**config.mk**
```make
export PLATFORM = sky130hd
export DESIGN_NAME = blocked_mean_and_error
export DESIGN_NICKNAME = d
export VERILOG_FILES = /design/src/rtl/bme_pkg.sv /design/src/rtl/blocked_mean_and_error.sv /design/src/rtl/bme_div.sv /design/src/rtl/bme_isqrt.sv
export SDC_FILE = /design/constraint.sdc
export NUM_CORES = 2
export LEC_CHECK = 0
export BUFFER_PORTS_ARGS = -buffer_cell sky130_fd_sc_hd__buf_2
export CAP_MARGIN = 20
export CORE_MARGIN = 2
export CORE_UTILIZATION = 65
export CTS_CLUSTER_DIAMETER = 80
export DETAILED_ROUTE_END_ITERATION = 7
export GPL_ROUTABILITY_DRIVEN = 0
export MAX_ROUTING_LAYER = met4
export PLACE_DENSITY = 0.9
export SETUP_SLACK_MARGIN = 0.5
export SYNTH_ARGS = -nofsm -noshare
export SYNTH_HDL_FRONTEND = slang
export SYNTH_SLANG_ARGS = --single-unit
```
**constraint.sdc**
```tcl
create_clock -name clk -period 13.6 [get_ports clk]
set_input_delay 1.36 -clock clk [delete_from_list [all_inputs] [get_ports clk]]
set_output_delay 1.36 -clock clk [all_outputs]
set_load 0.02 [all_outputs]
```
**src/rtl/bme_pkg.sv**
```systemverilog
`timescale 1ns / 1ps

package bme_pkg;

    // Serial unit widths
    localparam int DIVIDEND_W = 64;
    localparam int DIVISOR_W  = 16;
    localparam int RADICAND_W = 64;
    localparam int ROOT_W     = 32;

    // Fixed field widths
    localparam int CNT_W   = 16;
    localparam int ACC_W   = 47;
    localparam int S1_W    = 47;
    localparam int S2_W    = 45;
    localparam int MEAN_W  = 31;
    localparam int ERR_W   = 30;

    // Register map: index taken from paddr[2]
    localparam logic REG_SAMPLES_PER_BLOCK = 1'b0;
    localparam logic REG_NUM_BLOCKS        = 1'b1;

    localparam logic [CNT_W-1:0] SPB_RESET = 16'd1000;
    localparam logic [CNT_W-1:0] NB_RESET  = 16'd100;

    typedef struct packed {
        logic                  start;
        logic [DIVIDEND_W-1:0] dividend;
        logic [DIVISOR_W-1:0]  divisor;
    } div_req_t;

    typedef struct packed {
        logic                  done;
        logic [DIVIDEND_W-1:0] quotient;
    } div_rsp_t;

    typedef struct packed {
        logic                  start;
        logic [RADICAND_W-1:0] radicand;
    } sqrt_req_t;

    typedef struct packed {
        logic              done;
        logic [ROOT_W-1:0] root;
    } sqrt_rsp_t;

endpackage

```
**src/rtl/blocked_mean_and_error.sv**
```systemverilog
`timescale 1ns / 1ps

// Blocked mean and statistical error.
// Sample channel: sample with sample_valid / sample_stall; an item is taken
// at an edge where valid is high and stall is low. Each sample adds
// (x - 0.5)^2 in Q0.32 to the current block.
// Result channel: block_number, running_mean, running_error, all_done with
// result_valid / result_stall; one item per completed block.
// Sample handling: a sample that does not close a block is accepted with the
// squaring multiply, then accumulated. A block-closing sample then runs four
// divisions on the shared bit-serial divider plus a square root (two
// divisions for the first block, which skips variance and root) before its
// result item is loaded; sample_stall holds off further samples meanwhile.
// Once num_blocks blocks are done, samples are still taken, with no stall,
// and dropped. A finished result sits in the output register; a stalled
// receiver only holds up the block pipeline when the next block result is
// ready to load. Reset: all sums and counters clear, samples_per_block =
// 1000, num_blocks = 100. Config via APB at 0x0 and 0x4; the user must write
// it only when idle, which the block itself does not enforce.
module blocked_mean_and_error
    import bme_pkg::*;
#(
    parameter int SAMPLE_BITS = 16
)
(
    input  logic                   clk,
    input  logic                   rst_n,
    // sample channel
    input  logic                   sample_valid,
    output logic                   sample_stall,
    input  logic [SAMPLE_BITS-1:0] sample,
    // result channel
    output logic                   result_valid,
    input  logic                   result_stall,
    output logic [CNT_W-1:0]       block_number,
    output logic [MEAN_W-1:0]      running_mean,
    output logic [ERR_W-1:0]       running_error,
    output logic                   all_done,
    // APB config
    input  logic                   psel,
    input  logic                   penable,
    input  logic                   pwrite,
    input  logic [2:0]             paddr,
    input  logic [31:0]            pwdata,
    output logic [31:0]            prdata,
    output logic                   pready
);

    localparam int SHL = (2 * SAMPLE_BITS <= 32) ? 32 - 2 * SAMPLE_BITS : 0;
    localparam int SHR = (2 * SAMPLE_BITS > 32) ? 2 * SAMPLE_BITS - 32 : 0;
    localparam logic [SAMPLE_BITS-1:0] HALF = SAMPLE_BITS'(1) << (SAMPLE_BITS - 1);

    // sequencer
    localparam logic [3:0] S_IDLE      = 4'd0;
    localparam logic [3:0] S_ACC       = 4'd1;
    localparam logic [3:0] S_AVG_DIV   = 4'd2;
    localparam logic [3:0] S_AVG_LL    = 4'd3;
    localparam logic [3:0] S_AVG_LH    = 4'd4;
    localparam logic [3:0] S_S2        = 4'd5;
    localparam logic [3:0] S_MEAN_DIV  = 4'd6;
    localparam logic [3:0] S_MSQ       = 4'd7;
    localparam logic [3:0] S_S2C_DIV   = 4'd8;
    localparam logic [3:0] S_VAR_START = 4'd9;
    localparam logic [3:0] S_VAR_DIV   = 4'd10;
    localparam logic [3:0] S_SQRT      = 4'd11;
    localparam logic [3:0] S_OUT       = 4'd12;

    logic [3:0]       state_reg;
    logic [3:0]       state_next;

    // config
    logic [CNT_W-1:0] spb_reg;
    logic [CNT_W-1:0] nb_reg;

    // running state
    logic [CNT_W-1:0] sib_reg;
    logic [ACC_W-1:0] acc_reg;
    logic [CNT_W-1:0] bd_reg;
    logic [S1_W-1:0]  s1_reg;
    logic [S2_W-1:0]  s2_reg;

    // block working registers
    logic [ACC_W-1:0]  avg_reg;
    logic [31:0]       hi_reg;
    logic [MEAN_W-1:0] mean_reg;
    logic [ERR_W-1:0]  var_reg;
    logic [ERR_W-1:0]  err_reg;
    logic [63:0]       prod_reg;

    // output register
    logic              out_valid_reg;
    logic              out_valid_next;
    logic [CNT_W-1:0]  out_bn_reg;
    logic [MEAN_W-1:0] out_mean_reg;
    logic [ERR_W-1:0]  out_err_reg;
    logic              out_done_reg;

    logic                   wr_en;
    logic                   accept;
    logic                   run_over;
    logic [SAMPLE_BITS-1:0] mag;
    logic [31:0]            mul_a;
    logic [31:0]            mul_b;
    logic                   mul_en;
    logic [63:0]            dev2_wide;
    logic [ACC_W-1:0]       acc_sum;
    logic [CNT_W-1:0]       sib_next;
    logic                   blk_end;
    logic [CNT_W-1:0]       blk_n;
    logic [CNT_W-1:0]       c_val;
    logic [31:0]            sq_hi;
    logic [S2_W-1:0]        var_diff;
    logic                   out_load;

    div_req_t  div_req;
    div_rsp_t  div_rsp;
    sqrt_req_t sqrt_req;
    sqrt_rsp_t sqrt_rsp;

    bme_div u_div
    (
        .clk   (clk),
        .rst_n (rst_n),
        .req   (div_req),
        .rsp   (div_rsp)
    );

    bme_isqrt u_isqrt
    (
        .clk   (clk),
        .rst_n (rst_n),
        .req   (sqrt_req),
        .rsp   (sqrt_rsp)
    );

    // ---------------- config port ----------------
    assign pready = 1'b1;
    assign wr_en  = psel && penable && pwrite && pready;

    always_comb
    begin
        unique case (paddr[2])
            REG_SAMPLES_PER_BLOCK: prdata = {16'd0, spb_reg};
            REG_NUM_BLOCKS:        prdata = {16'd0, nb_reg};
            default:               prdata = '0;
        endcase
    end

    always_ff @(posedge clk or negedge rst_n)
    begin
        if (!rst_n)
        begin
            spb_reg <= SPB_RESET;
            nb_reg  <= NB_RESET;
        end
        else if (wr_en)
        begin
            if (paddr[2] == REG_SAMPLES_PER_BLOCK)
            begin
                spb_reg <= pwdata[CNT_W-1:0];
            end
            else
            begin
                nb_reg <= pwdata[CNT_W-1:0];
            end
        end
    end

    // ---------------- sample path ----------------
    assign sample_stall = (state_reg != S_IDLE);
    assign accept       = sample_valid && !sample_stall;
    assign run_over     = (bd_reg >= nb_reg);

    assign mag = (sample >= HALF) ? (sample - HALF) : (HALF - sample);

    // |x - 0.5|^2 scaled to Q0.32; at most 2^30
    assign dev2_wide = (prod_reg << SHL) >> SHR;
    assign acc_sum   = acc_reg + ACC_W'(dev2_wide[30:0]);
    assign sib_next  = sib_reg + 1'b1;
    assign blk_end   = (sib_next == '0) || (sib_next >= spb_reg);
    assign blk_n     = (sib_next == '0) ? CNT_W'(1) : sib_next;

    // c: completed blocks, a wrapped count counts as one
    assign c_val = (bd_reg == '0) ? CNT_W'(1) : bd_reg;

    // shared 32x32 multiplier, result registered
    always_comb
    begin
        mul_en = 1'b0;
        mul_a  = 32'(mag);
        mul_b  = 32'(mag);
        unique case (state_reg)
            S_IDLE:
            begin
                mul_en = 1'b1;
            end
            S_AVG_LL:
            begin
                mul_en = 1'b1;
                mul_a  = avg_reg[31:0];
                mul_b  = avg_reg[31:0];
            end
            S_AVG_LH:
            begin
                mul_en = 1'b1;
                mul_a  = avg_reg[31:0];
                mul_b  = 32'(avg_reg[ACC_W-1:32]);
            end
            S_MSQ:
            begin
                mul_en = 1'b1;
                mul_a  = 32'(mean_reg);
                mul_b  = 32'(mean_reg);
            end
            default:
            begin
                mul_en = 1'b0;
            end
        endcase
    end

    always_ff @(posedge clk)
    begin
        if (mul_en)
        begin
            prod_reg <= mul_a * mul_b;
        end
    end

    // bits 63:32 of avg^2 mod 2^64: al^2 high word plus twice al*ah
    assign sq_hi = hi_reg + {prod_reg[30:0], 1'b0};

    // variance before clamping
    assign var_diff = (div_rsp.quotient[S2_W-1:0] > S2_W'(prod_reg[63:32]))
                    ? div_rsp.quotient[S2_W-1:0] - S2_W'(prod_reg[63:32])
                    : '0;

    // divider and root requests
    always_comb
    begin
        div_req.start    = 1'b0;
        div_req.dividend = '0;
        div_req.divisor  = c_val;
        unique case (state_reg)
            S_ACC:
            begin
                div_req.start    = blk_end;
                div_req.dividend = DIVIDEND_W'(acc_sum);
                div_req.divisor  = blk_n;
            end
            S_S2:
            begin
                div_req.start    = 1'b1;
                div_req.dividend = DIVIDEND_W'(s1_reg);
            end
            S_MSQ:
            begin
                div_req.start    = 1'b1;
                div_req.dividend = DIVIDEND_W'(s2_reg);
            end
            S_VAR_START:
            begin
                div_req.start    = 1'b1;
                div_req.dividend = {2'b00, var_reg, 32'd0};
                div_req.divisor  = c_val - 1'b1;
            end
            default:
            begin
                div_req.start = 1'b0;
            end
        endcase
    end

    assign sqrt_req.start    = (state_reg == S_VAR_DIV) && div_rsp.done;
    assign sqrt_req.radicand = div_rsp.quotient;

    assign out_load = (state_reg == S_OUT) && (!out_valid_reg || !result_stall);

    // ---------------- sequencer ----------------
    always_comb
    begin
        state_next = state_reg;
        unique case (state_reg)
            S_IDLE:      if (accept && !run_over) state_next = S_ACC;
            S_ACC:       state_next = blk_end ? S_AVG_DIV : S_IDLE;
            S_AVG_DIV:   if (div_rsp.done) state_next = S_AVG_LL;
            S_AVG_LL:    state_next = S_AVG_LH;
            S_AVG_LH:    state_next = S_S2;
            S_S2:        state_next = S_MEAN_DIV;
            S_MEAN_DIV:
            begin
                if (div_rsp.done)
                begin
                    state_next = (c_val > CNT_W'(1)) ? S_MSQ : S_OUT;
                end
            end
            S_MSQ:       state_next = S_S2C_DIV;
            S_S2C_DIV:   if (div_rsp.done) state_next = S_VAR_START;
            S_VAR_START: state_next = S_VAR_DIV;
            S_VAR_DIV:   if (div_rsp.done) state_next = S_SQRT;
            S_SQRT:      if (sqrt_rsp.done) state_next = S_OUT;
            S_OUT:       if (out_load) state_next = S_IDLE;
            default:     state_next = S_IDLE;
        endcase
    end

    always_ff @(posedge clk or negedge rst_n)
    begin
        if (!rst_n)
        begin
            state_reg <= S_IDLE;
            sib_reg   <= '0;
            acc_reg   <= '0;
            bd_reg    <= '0;
            s1_reg    <= '0;
            s2_reg    <= '0;
        end
        else
        begin
            state_reg <= state_next;
            if (state_reg == S_ACC)
            begin
                if (blk_end)
                begin
                    sib_reg <= '0;
                    acc_reg <= '0;
                end
                else
                begin
                    sib_reg <= sib_next;
                    acc_reg <= acc_sum;
                end
            end
            if ((state_reg == S_AVG_DIV) && div_rsp.done)
            begin
                bd_reg <= bd_reg + 1'b1;
                s1_reg <= s1_reg + div_rsp.quotient[S1_W-1:0];
            end
            if (state_reg == S_S2)
            begin
                s2_reg <= s2_reg + S2_W'(sq_hi);
            end
        end
    end

    // block working registers
    always_ff @(posedge clk)
    begin
        if ((state_reg == S_AVG_DIV) && div_rsp.done)
        begin
            avg_reg <= div_rsp.quotient[ACC_W-1:0];
        end
        if (state_reg == S_AVG_LH)
        begin
            hi_reg <= prod_reg[63:32];
        end
        if ((state_reg == S_MEAN_DIV) && div_rsp.done)
        begin
            mean_reg <= (div_rsp.quotient > DIVIDEND_W'({MEAN_W{1'b1}}))
                      ? {MEAN_W{1'b1}} : div_rsp.quotient[MEAN_W-1:0];
            err_reg  <= '0;
        end
        if ((state_reg == S_S2C_DIV) && div_rsp.done)
        begin
            var_reg <= (var_diff > S2_W'({ERR_W{1'b1}}))
                     ? {ERR_W{1'b1}} : var_diff[ERR_W-1:0];
        end
        if ((state_reg == S_SQRT) && sqrt_rsp.done)
        begin
            err_reg <= (sqrt_rsp.root > ROOT_W'({ERR_W{1'b1}}))
                     ? {ERR_W{1'b1}} : sqrt_rsp.root[ERR_W-1:0];
        end
    end

    // ---------------- result register ----------------
    always_comb
    begin
        priority if (out_load)
        begin
            out_valid_next = 1'b1;
        end
        else if (!result_stall)
        begin
            out_valid_next = 1'b0;
        end
        else
        begin
            out_valid_next = out_valid_reg;
        end
    end

    always_ff @(posedge clk or negedge rst_n)
    begin
        if (!rst_n)
        begin
            out_valid_reg <= 1'b0;
        end
        else
        begin
            out_valid_reg <= out_valid_next;
        end
    end

    always_ff @(posedge clk)
    begin
        if (out_load)
        begin
            out_bn_reg   <= bd_reg;
            out_mean_reg <= mean_reg;
            out_err_reg  <= err_reg;
            out_done_reg <= (bd_reg == nb_reg);
        end
    end

    assign result_valid  = out_valid_reg;
    assign block_number  = out_bn_reg;
    assign running_mean  = out_mean_reg;
    assign running_error = out_err_reg;
    assign all_done      = out_done_reg;

endmodule

```
**src/rtl/bme_div.sv**
```systemverilog
`timescale 1ns / 1ps

// Restoring divider, one quotient bit per cycle. Divisor must be non-zero.
module bme_div
    import bme_pkg::*;
(
    input  logic     clk,
    input  logic     rst_n,
    input  div_req_t req,
    output div_rsp_t rsp
);

    localparam int CNT_BITS = $clog2(DIVIDEND_W);

    logic                  running_reg;
    logic                  done_reg;
    logic [CNT_BITS-1:0]   cnt_reg;
    logic [DIVISOR_W-1:0]  rem_reg;
    logic [DIVISOR_W-1:0]  dsr_reg;
    logic [DIVIDEND_W-1:0] quo_reg;

    logic [DIVISOR_W:0]    trial;
    logic                  ge;
    logic [DIVISOR_W:0]    diff;

    assign trial = {rem_reg, quo_reg[DIVIDEND_W-1]};
    assign ge    = (trial >= {1'b0, dsr_reg});
    assign diff  = trial - {1'b0, dsr_reg};

    always_ff @(posedge clk or negedge rst_n)
    begin
        if (!rst_n)
        begin
            running_reg <= 1'b0;
            done_reg    <= 1'b0;
            cnt_reg     <= '0;
        end
        else
        begin
            done_reg <= 1'b0;
            if (req.start)
            begin
                running_reg <= 1'b1;
                cnt_reg     <= '0;
            end
            else if (running_reg)
            begin
                cnt_reg <= cnt_reg + 1'b1;
                if (cnt_reg == CNT_BITS'(DIVIDEND_W - 1))
                begin
                    running_reg <= 1'b0;
                    done_reg    <= 1'b1;
                end
            end
        end
    end

    always_ff @(posedge clk)
    begin
        if (req.start)
        begin
            rem_reg <= '0;
            dsr_reg <= req.divisor;
            quo_reg <= req.dividend;
        end
        else if (running_reg)
        begin
            rem_reg <= ge ? diff[DIVISOR_W-1:0] : trial[DIVISOR_W-1:0];
            quo_reg <= {quo_reg[DIVIDEND_W-2:0], ge};
        end
    end

    assign rsp.done     = done_reg;
    assign rsp.quotient = quo_reg;

endmodule

```
**src/rtl/bme_isqrt.sv**
```systemverilog
`timescale 1ns / 1ps

// Digit-by-digit integer square root, two radicand bits per cycle.
module bme_isqrt
    import bme_pkg::*;
(
    input  logic      clk,
    input  logic      rst_n,
    input  sqrt_req_t req,
    output sqrt_rsp_t rsp
);

    localparam int CNT_BITS = $clog2(ROOT_W);
    localparam int REM_W    = ROOT_W + 2;

    logic                  running_reg;
    logic                  done_reg;
    logic [CNT_BITS-1:0]   cnt_reg;
    logic [RADICAND_W-1:0] rad_reg;
    logic [REM_W-1:0]      rem_reg;
    logic [ROOT_W-1:0]     root_reg;

    logic [REM_W+1:0]      r;
    logic [REM_W+1:0]      trial;
    logic                  ge;
    logic [REM_W+1:0]      diff;

    assign r     = {rem_reg, rad_reg[RADICAND_W-1 -: 2]};
    assign trial = {2'b00, root_reg, 2'b01};
    assign ge    = (r >= trial);
    assign diff  = r - trial;

    always_ff @(posedge clk or negedge rst_n)
    begin
        if (!rst_n)
        begin
            running_reg <= 1'b0;
            done_reg    <= 1'b0;
            cnt_reg     <= '0;
        end
        else
        begin
            done_reg <= 1'b0;
            if (req.start)
            begin
                running_reg <= 1'b1;
                cnt_reg     <= '0;
            end
            else if (running_reg)
            begin
                cnt_reg <= cnt_reg + 1'b1;
                if (cnt_reg == CNT_BITS'(ROOT_W - 1))
                begin
                    running_reg <= 1'b0;
                    done_reg    <= 1'b1;
                end
            end
        end
    end

    always_ff @(posedge clk)
    begin
        if (req.start)
        begin
            rad_reg  <= req.radicand;
            rem_reg  <= '0;
            root_reg <= '0;
        end
        else if (running_reg)
        begin
            rad_reg  <= {rad_reg[RADICAND_W-3:0], 2'b00};
            rem_reg  <= ge ? diff[REM_W-1:0] : r[REM_W-1:0];
            root_reg <= {root_reg[ROOT_W-2:0], ge};
        end
    end

    assign rsp.done = done_reg;
    assign rsp.root = root_reg;

endmodule
```
# Word-level counts from Yosys, hierarchy flattened
# Index checks and enable logic that the tools add are counted.
# op_classes
magnitude_cmp	10
muxes	50
n_mul	1
n_eq_ne	23
reduce_logical	29
n_bitwise	1
add_sub_neg	14
# ops
operator	n
64-bit two-way mux	4
62-bit one-hot mux with 4 select lines	1
32-bit one-hot mux with 2 select lines	2
32-bit one-hot mux with 3 select lines	1
30-bit two-way mux	3
16-bit two-way mux	5
64-bit by 31-bit greater-than comparator with 1-bit output (second input constant)	1
32-bit by 32-bit multiplier with 64-bit output	1
4-bit one-hot mux with 13 select lines	1
47-bit by 31-bit adder with 47-bit output	1
47-bit adder	1
47-bit two-way mux	1
45-bit by 32-bit adder with 45-bit output	1
45-bit by 30-bit greater-than comparator with 1-bit output (second input constant)	1
45-bit by 32-bit greater-than comparator with 1-bit output	1
45-bit two-way mux	1
45-bit by 32-bit subtractor with 45-bit output	1
36-bit by 34-bit >= comparator with 1-bit output	1
34-bit two-way mux	1
34-bit subtractor	1
16-bit by 1-bit adder with 16-bit output (second input constant)	2
32-bit adder	1
16-bit >= comparator	2
32-bit by 30-bit greater-than comparator with 1-bit output (second input constant)	1
38 further kinds	92
# totals
reg_bits	761
out_inout_bits	113
in_bits	58
word_cells	159

# Longest topological paths before layout
# depth
ltp_word	6
depth_mapped	40

# Cells and area by module
# A second synthesis with hierarchy kept.
# unflattened
hier_cells	7967
hier_area_um2	76136.8
# by_module_without_submodules
mod	seq_area_each_um2	cells_per_inst	area_per_inst_um2	n_inst
blocked_mean_and_error	14555.2	6811	63110.5	1
bme_isqrt	3418.3	756	7823.8	1
bme_div	2922.8	400	5202.5	1

# Least setup slack after synthesis
# Ideal clock, no wire load.
# synth_path
path_type	input port to flip-flop
from	in sample[5]
to	reg prod_reg[62], in the netlist dev2_wide[62], data pin
path_slack_ns	3.421
arrival_ns	9.920
stages	35
setup_ns	0.259
path_cell_list	nor4_1 > nor4b_1 > a21oi_1 > xnor2_1 > nand2_1 > and2_1 > clkbuf_1 > clkbuf_1 > nand2_1 > fa_1 > inv_1 > fa_1 > fa_1 > inv_1 > fa_1 > inv_1 > fa_1 > inv_1 > fa_1 > inv_1 > fa_1 > inv_1 > fa_1 > inv_1 > ha_1 > clkbuf_1 > and3_1 > nand3_1 > o41a_1 > o31ai_2 > a31o_2 > a21oi_1 > o31ai_2 > a41oi_1 > xnor2_1
# synth_between
elab_chain_cells	4
# synth_lines
item	line	text
from (decl)	blocked_mean_and_error.sv:31	input logic [SAMPLE_BITS-1:0] sample,
16-bit subtractor / 16-bit >= comparator (equally long branches)	blocked_mean_and_error.sv:174	assign mag = (sample >= HALF) ? (sample - HALF) : (HALF - sample);
16-bit two-way mux *	blocked_mean_and_error.sv:174	
32-bit one-hot mux with 3 select lines / 32-bit one-hot mux with 2 select lines (equally long branches)	blocked_mean_and_error.sv:192	unique case (state_reg)
32-bit by 32-bit multiplier with 64-bit output *	blocked_mean_and_error.sv:226	prod_reg <= mul_a * mul_b;
to (signal assigned)	blocked_mean_and_error.sv:226	
to (decl)	blocked_mean_and_error.sv:88	logic [63:0] prod_reg;
# Mark *: on every way between the ends. The rest lies on a longest branch, timed or not.
# A chain may end at the register's enable or synchronous reset.

# Final worst setup path
# layout_path
from	reg state_reg[3]
to	reg prod_reg[63], in the netlist dev2_wide[63], data pin
# layout_between
elab_chain_cells	4
# layout_lines
item	line	text
from (decl)	blocked_mean_and_error.sv:68	logic [3:0] state_reg;
from (signal assigned)	blocked_mean_and_error.sv:320	state_reg <= state_next;
4-bit by 3-bit equality test with 1-bit output / 4-bit by 2-bit equality test with 1-bit output (equally long branches)	blocked_mean_and_error.sv:192	
2-bit OR reduction (no line)	-	
32-bit one-hot mux with 2 select lines	blocked_mean_and_error.sv:192	
32-bit by 32-bit multiplier with 64-bit output *	blocked_mean_and_error.sv:226	
# Marked as above.

==> run summary <==
Final ANT Viol Nets -> 0
Cell mode on critical path -> fa_1
# clock sinks -> 760
Commonest cells in the netlist -> inv_1, nand2_1, fa_1
DR iter-0 viols -> 8727
H-tree levels -> 3
Routed via count -> 63500
Met2 GRT Util -> 57.0%
Crit path kind -> flop to flop
Top-count cell post-synth -> inv_1
Cells after Synth -> 8142
Worst path arrival time -> 12.35 ns
CTS tree -> built
Yosys warns -> 0
Worst-Skew Late Latency -> 0.68 ns
Total gr overflow -> 0
Met3 usage -> 12.8%
Syn Area/Cell -> 9.32 µm²
Bufs on Longest Clock Path -> 3
Rel. slew slack -> 4.47%
Root buf cell -> clkbuf_16
CP max stage delay -> 0.66 ns
Status -> finished with violations
Tcrit/Tclk final -> 87.7%
Initial Util -> 65.4%
Worst Max-Slew Pin Slew -> 1.43 ns
First-pass GRT wire length -> 356 mm
Ys flop type -> edfxtp_1
Layout cell share with drive strength beyond 1 -> 6.26%
Top cells by area, synth -> fa_1, edfxtp_1, ha_1
DIE HEIGHT -> 346 µm
Average wire per standard cell -> 23.6 µm
Yosys top cell by area -> fa_1
Drt via density -> 6.57
Residual DRC -> 25
GRT met1 Usage -> 47.7%
Startpoint Class -> flop
Max-cap violations -> 0
Finish-stage setup viols -> 0
Syn Std Cell Area -> 0.0759 mm²
Worst EP required -> 14.03 ns
Fin. max-slew vios -> 0
Yosys cell types -> 108
Crit Path Max Fanout -> 21
Worst Hold Depth -> 0
IO buf count -> 135
# IOs -> 171
Nets@finish -> 9560
CTS clk-pin slew, worst paths -> 0.06 ns
Ys async rst share -> 29.3%
Sequential fraction of the synthesis area -> 27.5%
Post-DP HPWL -> 168 mm
TritonCTS Buffers -> 76
Setup slack after layout -> 1.67 ns
Min-delay worst type -> flop to flop
Min Tclk post-route -> 11.93 ns
Hold-fix buffers, CTS -> 0
Count of final hold-check violations -> 0
GRT busiest layer -> met2
Setup repair bufs after CTS -> 0
Place WS -> 1.92 ns
Antenna violations before repair -> 10
RSZ-0062 raised after global routing -> false
Area growth from synthesis to layout -> 6.09%
Die area -> 0.120 mm²
FILL cells -> 7786
F_max -> 83.8 MHz
Yosys top cell area share -> 23.8%
Site Rows -> 125
Register bit total from synthesis -> 760
Number of global-route vias before repair -> 64900
Post-synth EDFFs -> 455
Largest net degree at the start of global routing -> 102
Total GRT Usage -> 39.4%
Failing checks -> design-rule violations
CP max-delay cell -> nand2_1
First-pass DRT Iterations -> 8
Post-route setup TNS -> 0 ns
Core Box Area -> 0.116 mm²
Resized cells post-CTS -> 0
Chip Width -> 346 µm
Clock Skews -> 0.0426 ns
FF-to-FF path depth -> 33
CP endpoint kind -> flop
Detailed Route WL -> 228 mm
-- layout make-up --
class | instances | area (µm²) | area share [%]
flip-flops and latches | 760 | 20900 | 26.0
well taps | 1524 | 1910 | 2.37
clock inverters | 39 | 373 | 0.463
clock buffers | 101 | 2190 | 2.72
repair buffers | 236 | 1560 | 1.94
multi-input cells | 5820 | 49100 | 61.0
inverters | 1181 | 4430 | 5.51
diodes | 8 | 20.0 | 0.0249
-- per-stage QoR --
stage | instances | area (µm²) | util [%] | hold WS (ns)
2_1_floorplan | 8157 | 76000 | - | 0.400
3_3_place_gp | 9515 | 77800 | 67.0 | 0.405
3_5_place_dp | 9515 | 77800 | 67.0 | 0.405
4_1_cts | 9655 | 80300 | 69.2 | 0.418
5_1_grt | 9667 | 80500 | 69.4 | 0.427
6_report | 9669 | 80500 | 69.4 | 0.418
-- worst max-delay path: cells and delay by family, from the launching register on --
kind	cells	cell delay, ns
buffers and inverters	6	0.86
adders and majority gates	9	4.57
xor gates and xnor gates	1	0.11
and+or+nand+nor	7	2.61
AOI/OAI and AO/OA	10	2.92
DFF	1	0.59
-- routing by layer --
| metal | routed length (µm) | part of all wire, % | up-vias |
|---|---|---|---|
| met5 | 0 | 0 | - |
| met4 | 18100 | 7.9 | 0 |
| met3 | 35300 | 16 | 1323 |
| met2 | 98500 | 43 | 5105 |
| met1 | 76000 | 33 | 30400 |
| li1 | - | - | 26700 |
-- kinds of logic (layout without fill, tap and decap cells) --
logic type,count (synthesis),in the layout,synth area share (%)
AO/OA/AOI/OAI,1468,1468,12.8
XOR/XNOR,322,322,3.73
adder cells (fa/ha/maj),1427,1427,32.4
buffers and inverters,1577,1557,8.01
flip-flops,760,760,27.5
multiplexers,95,95,1.32
other,2,25,0.00990
AND/OR/NAND/NOR,2491,2491,14.2
-- placed cells by master, fill, tap and decap left out, types with 50 or more instances in the layout --
cell       netlist  routed
and3_1          60      60
nor2_1         780     774
o21ai_0        331     329
nand2_1       1108    1103
xnor2_1        198     198
edfxtp_1       455     455
inv_1         1176    1175
a21o_1         165     165
dfxtp_1         82      82
a21oi_1        377     376
ha_1           525     525
nand2b_1        72      72
o21a_1          68      68
nand4_1         73      73
nand3_1        121     119
buf_4           21      94
clkbuf_16        0      80
xor2_1         123     123
buf_2           23     134
a22o_1          56      56
fa_1           902     902
and2_1          53      53
a31oi_1         53      50
mux2i_1         58      58
dfrtp_1        214     213
nor3_1          69      65
-- path summary, 6_finish.rpt --
kind | startpoint | to | slack [ns]
worst min-delay path | err_reg[13]$_SDFFCE_PN0P_ | running_error[13]$_DFFE_PP_ | 0.42
worst min register to register | err_reg[13]$_SDFFCE_PN0P_ | running_error[13]$_DFFE_PP_ | 0.42
worst max register to register | state_reg[3]$_DFFE_PN0P_ | dev2_wide[63]$_DFFE_PP_ | 1.67
max in group asynchronous | rst_n | s2_reg[18]$_DFFE_PN0P_ | 10.60
min in group asynchronous | rst_n | nb_reg[15]$_DFFE_PN0P_ | 0.72
worst max-delay path | state_reg[3]$_DFFE_PN0P_ | dev2_wide[63]$_DFFE_PP_ | 1.67
Power is not shown: default switching activity piles up to over one toggle a cycle in this logic, so the estimate is an artifact.
